===== config.mk =====
export PLATFORM = sky130hd
export DESIGN_NAME = lfpat_ram
export DESIGN_NICKNAME = d
export VERILOG_FILES = /design/src/lfpat_ram.sv
export SDC_FILE = /design/constraint.sdc
export NUM_CORES = 1
export LEC_CHECK = 0
export BUFFER_PORTS_ARGS = -buffer_cell sky130_fd_sc_hd__buf_2
export CAP_MARGIN = 20
export CORE_UTILIZATION = 38
export CTS_CLUSTER_SIZE = 28
export DETAILED_ROUTE_END_ITERATION = 10
export HOLD_SLACK_MARGIN = 0.02
export SLEW_MARGIN = 20
export SYNTH_ARGS = -nofsm -noshare
export SYNTH_HDL_FRONTEND = slang
export SYNTH_SLANG_ARGS = --single-unit

===== constraint.sdc =====
create_clock -name clock -period 2.45 [get_ports clock]
set_input_delay 0.3675 -clock clock [delete_from_list [all_inputs] [get_ports clock]]
set_output_delay 0.3675 -clock clock [all_outputs]
set_load 0.02 [all_outputs]

===== src/lfpat_ram.sv =====
module lfpat_ram #(
   parameter int WIDTH = 8,
   parameter int DEPTH = 16
) (
   input  logic                     clock,
   input  logic                     wr_en,
   input  logic [$clog2(DEPTH)-1:0] wr_addr,
   input  logic [WIDTH-1:0]         wr_data,
   input  logic                     rd_en,
   input  logic [$clog2(DEPTH)-1:0] rd_addr,
   output logic [WIDTH-1:0]         rd_data
);

   logic [WIDTH-1:0] mem [DEPTH];
   logic [WIDTH-1:0] rd_data_ff;

   // A read of the entry being written returns the old contents.
   always_ff @(posedge clock) begin
      if (wr_en) begin
         mem[wr_addr] <= wr_data;
      end
      if (rd_en) begin
         rd_data_ff <= mem[rd_addr];
      end
   end

   assign rd_data = rd_data_ff;

endmodule


Word level (Yosys, flattened, before mapping)

Memory sizes are Yosys's and may differ from the RTL's. A register that Yosys moved wholly into a read port is not among the register bits.
Index checks and enable logic that the tools add are counted.

Register bits after elaboration: 0
Word-level logic and storage cells: 3
Memory bits (writable): 128
Bits of input ports: 19
Bits in read-only memories: 0
Memories: 1
Output and inout port bits: 8
Bits in latches: 0

Eq/ne operators: 0
Shift-type cells: 0
Div/mod/pow operators: 0
$lt $le $gt $ge: 0
Reduce and logical (&&, ||, !) cells: 0
$mul: 0
Bitwise gates (word level): 0
Add/sub/neg operators: 0
Multiplexer cells: 2

Memories:

| memory | words | bits a word | read ports | clocked after Yosys merged registers in | wr ports | line | RTL |
|---|---|---|---|---|---|---|---|
| mem    | 16    | 8           | 1          | 1                                       | 1        | 14   | `logic [WIDTH-1:0] mem [DEPTH];` |

Operators by type and width:

| cell   | number |
|---|---|
| $mux 1 | 2 |

Depth between registers and ports, before layout

Depth in word-level cells: 2
Gate-level depth with buffers: 5
Gate-level depth less buffers: 3

Least setup slack after synthesis

No wires, ideal clock.

Path kind: input port to flip-flop
Start point: input wr_addr[2]
End point: memory mem[0][0], enable pin
Path slack: 0.590 ns
Setup time: 0.383 ns
Stages: 2
Required time: 2.067 ns
Path buffers: 0
Data arrival time: 1.477 ns
Cells stage by stage: or3b_2 nor3_1

RTL lines:

| item               | line | RTL |
|---|---|---|
| start: declaration | 7    | `input logic [$clog2(DEPTH)-1:0] wr_addr,` |
| end: declaration   | 14   |  |

No word-level cell before the write port.

==> results.ini <==
[sta]
tightest_slew_ns=0.718
totalNegativeSetupSlack_ns=0
setup_viol=0
rsz0062_at_grt=no
skew_ns=0.00416
fmax_mhz=624
finalWorstSetupSlack_ns=0.849
slew_viol_final=0
hold_violations=0
fin_hold_ws_ns=0.325
fin_crit_sh_pct=65.4
timing.slew.headroom_pct=52.0
period_needed_ns=1.60

[critical_path]
r2r_slack_ns=0.91
slowest_stage=mux4_1
crit_chain=buf_2 > buf_12 > mux4_1 > a22oi_1 > nand2_1
end_kind=register
cp_top_family=multiplexers
rr_worst_depth=3
critPathLaunchType=primary input
reg2reg_from=mem[1][2]
cp_max_fo=32
critPathBufInv=2
required_ns=2.60
regToRegEndpoint=rd_data[2]
slowest_delay_ns=0.59
crit_type=primary input to register
cp-startpoint=rd_addr[0]
cp.arrival_ns=1.75

[grt]
grt_antenna_before_repair=0
grt_pass1_vias=2602
grt_first_pass_wirelength_um=15400
grt_max_degree=33
grt.total_usage_pct=15.4
overflow=0

[pwr]
swShare_pct=19.8
clock_power_share_pct=46.3
power_frac_seq_pct=49.1
power.switching_w=0.00106
intPower_w=0.00430
total_power_w=0.00537
ir_worst_vdd_uv=505
power_leakage_nw=2.09
comb_power_share_pct=4.6
p_per_area_mw_per_mm2=860

[layout]
n_antenna_cell=0
regArea_mm2=0.00408
area_growth_pct=19.3
drive_gt1_share_pct=31.5
multiInputGateArea_mm2=0.00106
mostFrequentLayoutCell=edfxtp_1
final_cell_mix=edfxtp_1, buf_2, mux4_2
final_util_pct=46.7
num-fill-cells=1123
nets=301

[routing]
drt-total-wl_um=9980
dr.pass1.iters=4
drtIter0Drc=190
vias=2466
ant_nets=0
vias_per_cell=5.24
wire_per_inst_um=21.2
drc=0

[place]
gp_congestion=0.693
place_ws_ns=0.428
place_hpwl_um=6250
port_buffers=26

[clocking]
cts-root-buf=clkbuf_16
cts.sinks=136
cts_buffers=17
post_cts_buffers=0
path_clk_slew_ns=0.06
clockBufferDepth=2
hold_buffers=0
h-tree-depth=4
cts_tree=done
insertion_delay_ns=0.41
ctsResizeCount=0

[synthesis]
synth-seq-cells=136
synth_area_per_cell_um2=22.8
netlist_instances=229
ys_warn_count=0
synth_area_mm2=0.00523
synth_cell_types=18
ys_seq_area_share_pct=78.1
syn-num-nets=248

[floorplanning]
die_area_mm2=0.0142
pin_count=27
core_area_mm2=0.0133
die_w_um=119
dieHeight_um=119
start_util_pct=39.2
rows=42

[min_path]
hp-start=rd_en
min_delay_path_depth=1
min_to=rd_data[5]
min_path_type=primary input to register

[run]
drv_cap=0

[status]
outcome=completed

[how the worst max path moves through the flow]
stage,cells past startpoint,to
3_3_place_gp,5,rd_data[2]
3_5_place_dp,5,rd_data[2]
5_1_grt,5,rd_data[2]
4_1_cts,5,rd_data[2]
6_report,5,rd_data[2]
2_1_floorplan,2,mem[0][0]
[flip-flops by register name (all words and copies together) (netlist names)]
register  count
rd_data       8
mem         128
[cells by family (layout without fill, tap and decap cells)]
logic type | Yosys count | count (layout) | share of synthesized area [%]
compound gates | 16 | 16 | 2.30
buf+inv | 10 | 76 | 1.65
flops | 136 | 136 | 78.1
mux | 32 | 32 | 14.8
simple gates | 35 | 35 | 3.14
[through the flow]
step	instances	cell area, um2
floorplan	229	5230
global placement	439	5650
detailed placement	439	5650
CTS	471	6240
global route	471	6240
finish	471	6240
[layout make-up]
class	count	area share, %
flip-flops and latches	136	65.5
multi-input cells	83	17.0
clock buffers	17	6.82
repair buffers	44	4.65
well taps	176	3.53
clock inverters	15	2.57
[power by group through the flow]
stage                     sequential [W]  clock [W]  combinational [W]
after floorplan                  0.00269          0           0.000132
after global placement           0.00268          0           0.000249
after detailed placement         0.00268          0           0.000253
after CTS                        0.00264    0.00253           0.000254
after global routing             0.00264    0.00263           0.000270
final                            0.00263    0.00248           0.000248
[routing by layer]
metal  GRT usage (%)  share of wire, %  vias up
met4            6.56               1.5        0
met2            23.4                49       70
met1            20.9                46     1292
met3            4.36               4.0       12
li1                -                 -     1092
met5               0                 0        -
[cell usage after synthesis]
cell / n / area, um2
and2b_1: 1 / 7.51
nor2b_1: 1 / 6.26
nand3b_1: 2 / 15.0
nor3_1: 4 / 20.0
edfxtp_1: 136 / 4080
nand2_1: 9 / 33.8
mux4_2: 18 / 405
buf_2: 3 / 15.0
nand2b_1: 2 / 12.5
and2_1: 1 / 6.26
nor2_1: 13 / 48.8
nand3_1: 1 / 5.00
buf_6: 3 / 33.8
mux4_1: 14 / 368
a22oi_1: 16 / 120
or3b_2: 1 / 8.76
buf_4: 1 / 7.51
clkdlybuf4s25_2: 3 / 30.0
[worst register-to-register path, cell delays in order (launching register included)]
cell and delay, ns:
edfxtp_1 0.36, mux4_1 0.51, a22oi_1 0.31, nand2_1 0.10
No activity file was read; power rests on OpenSTA's default activity.
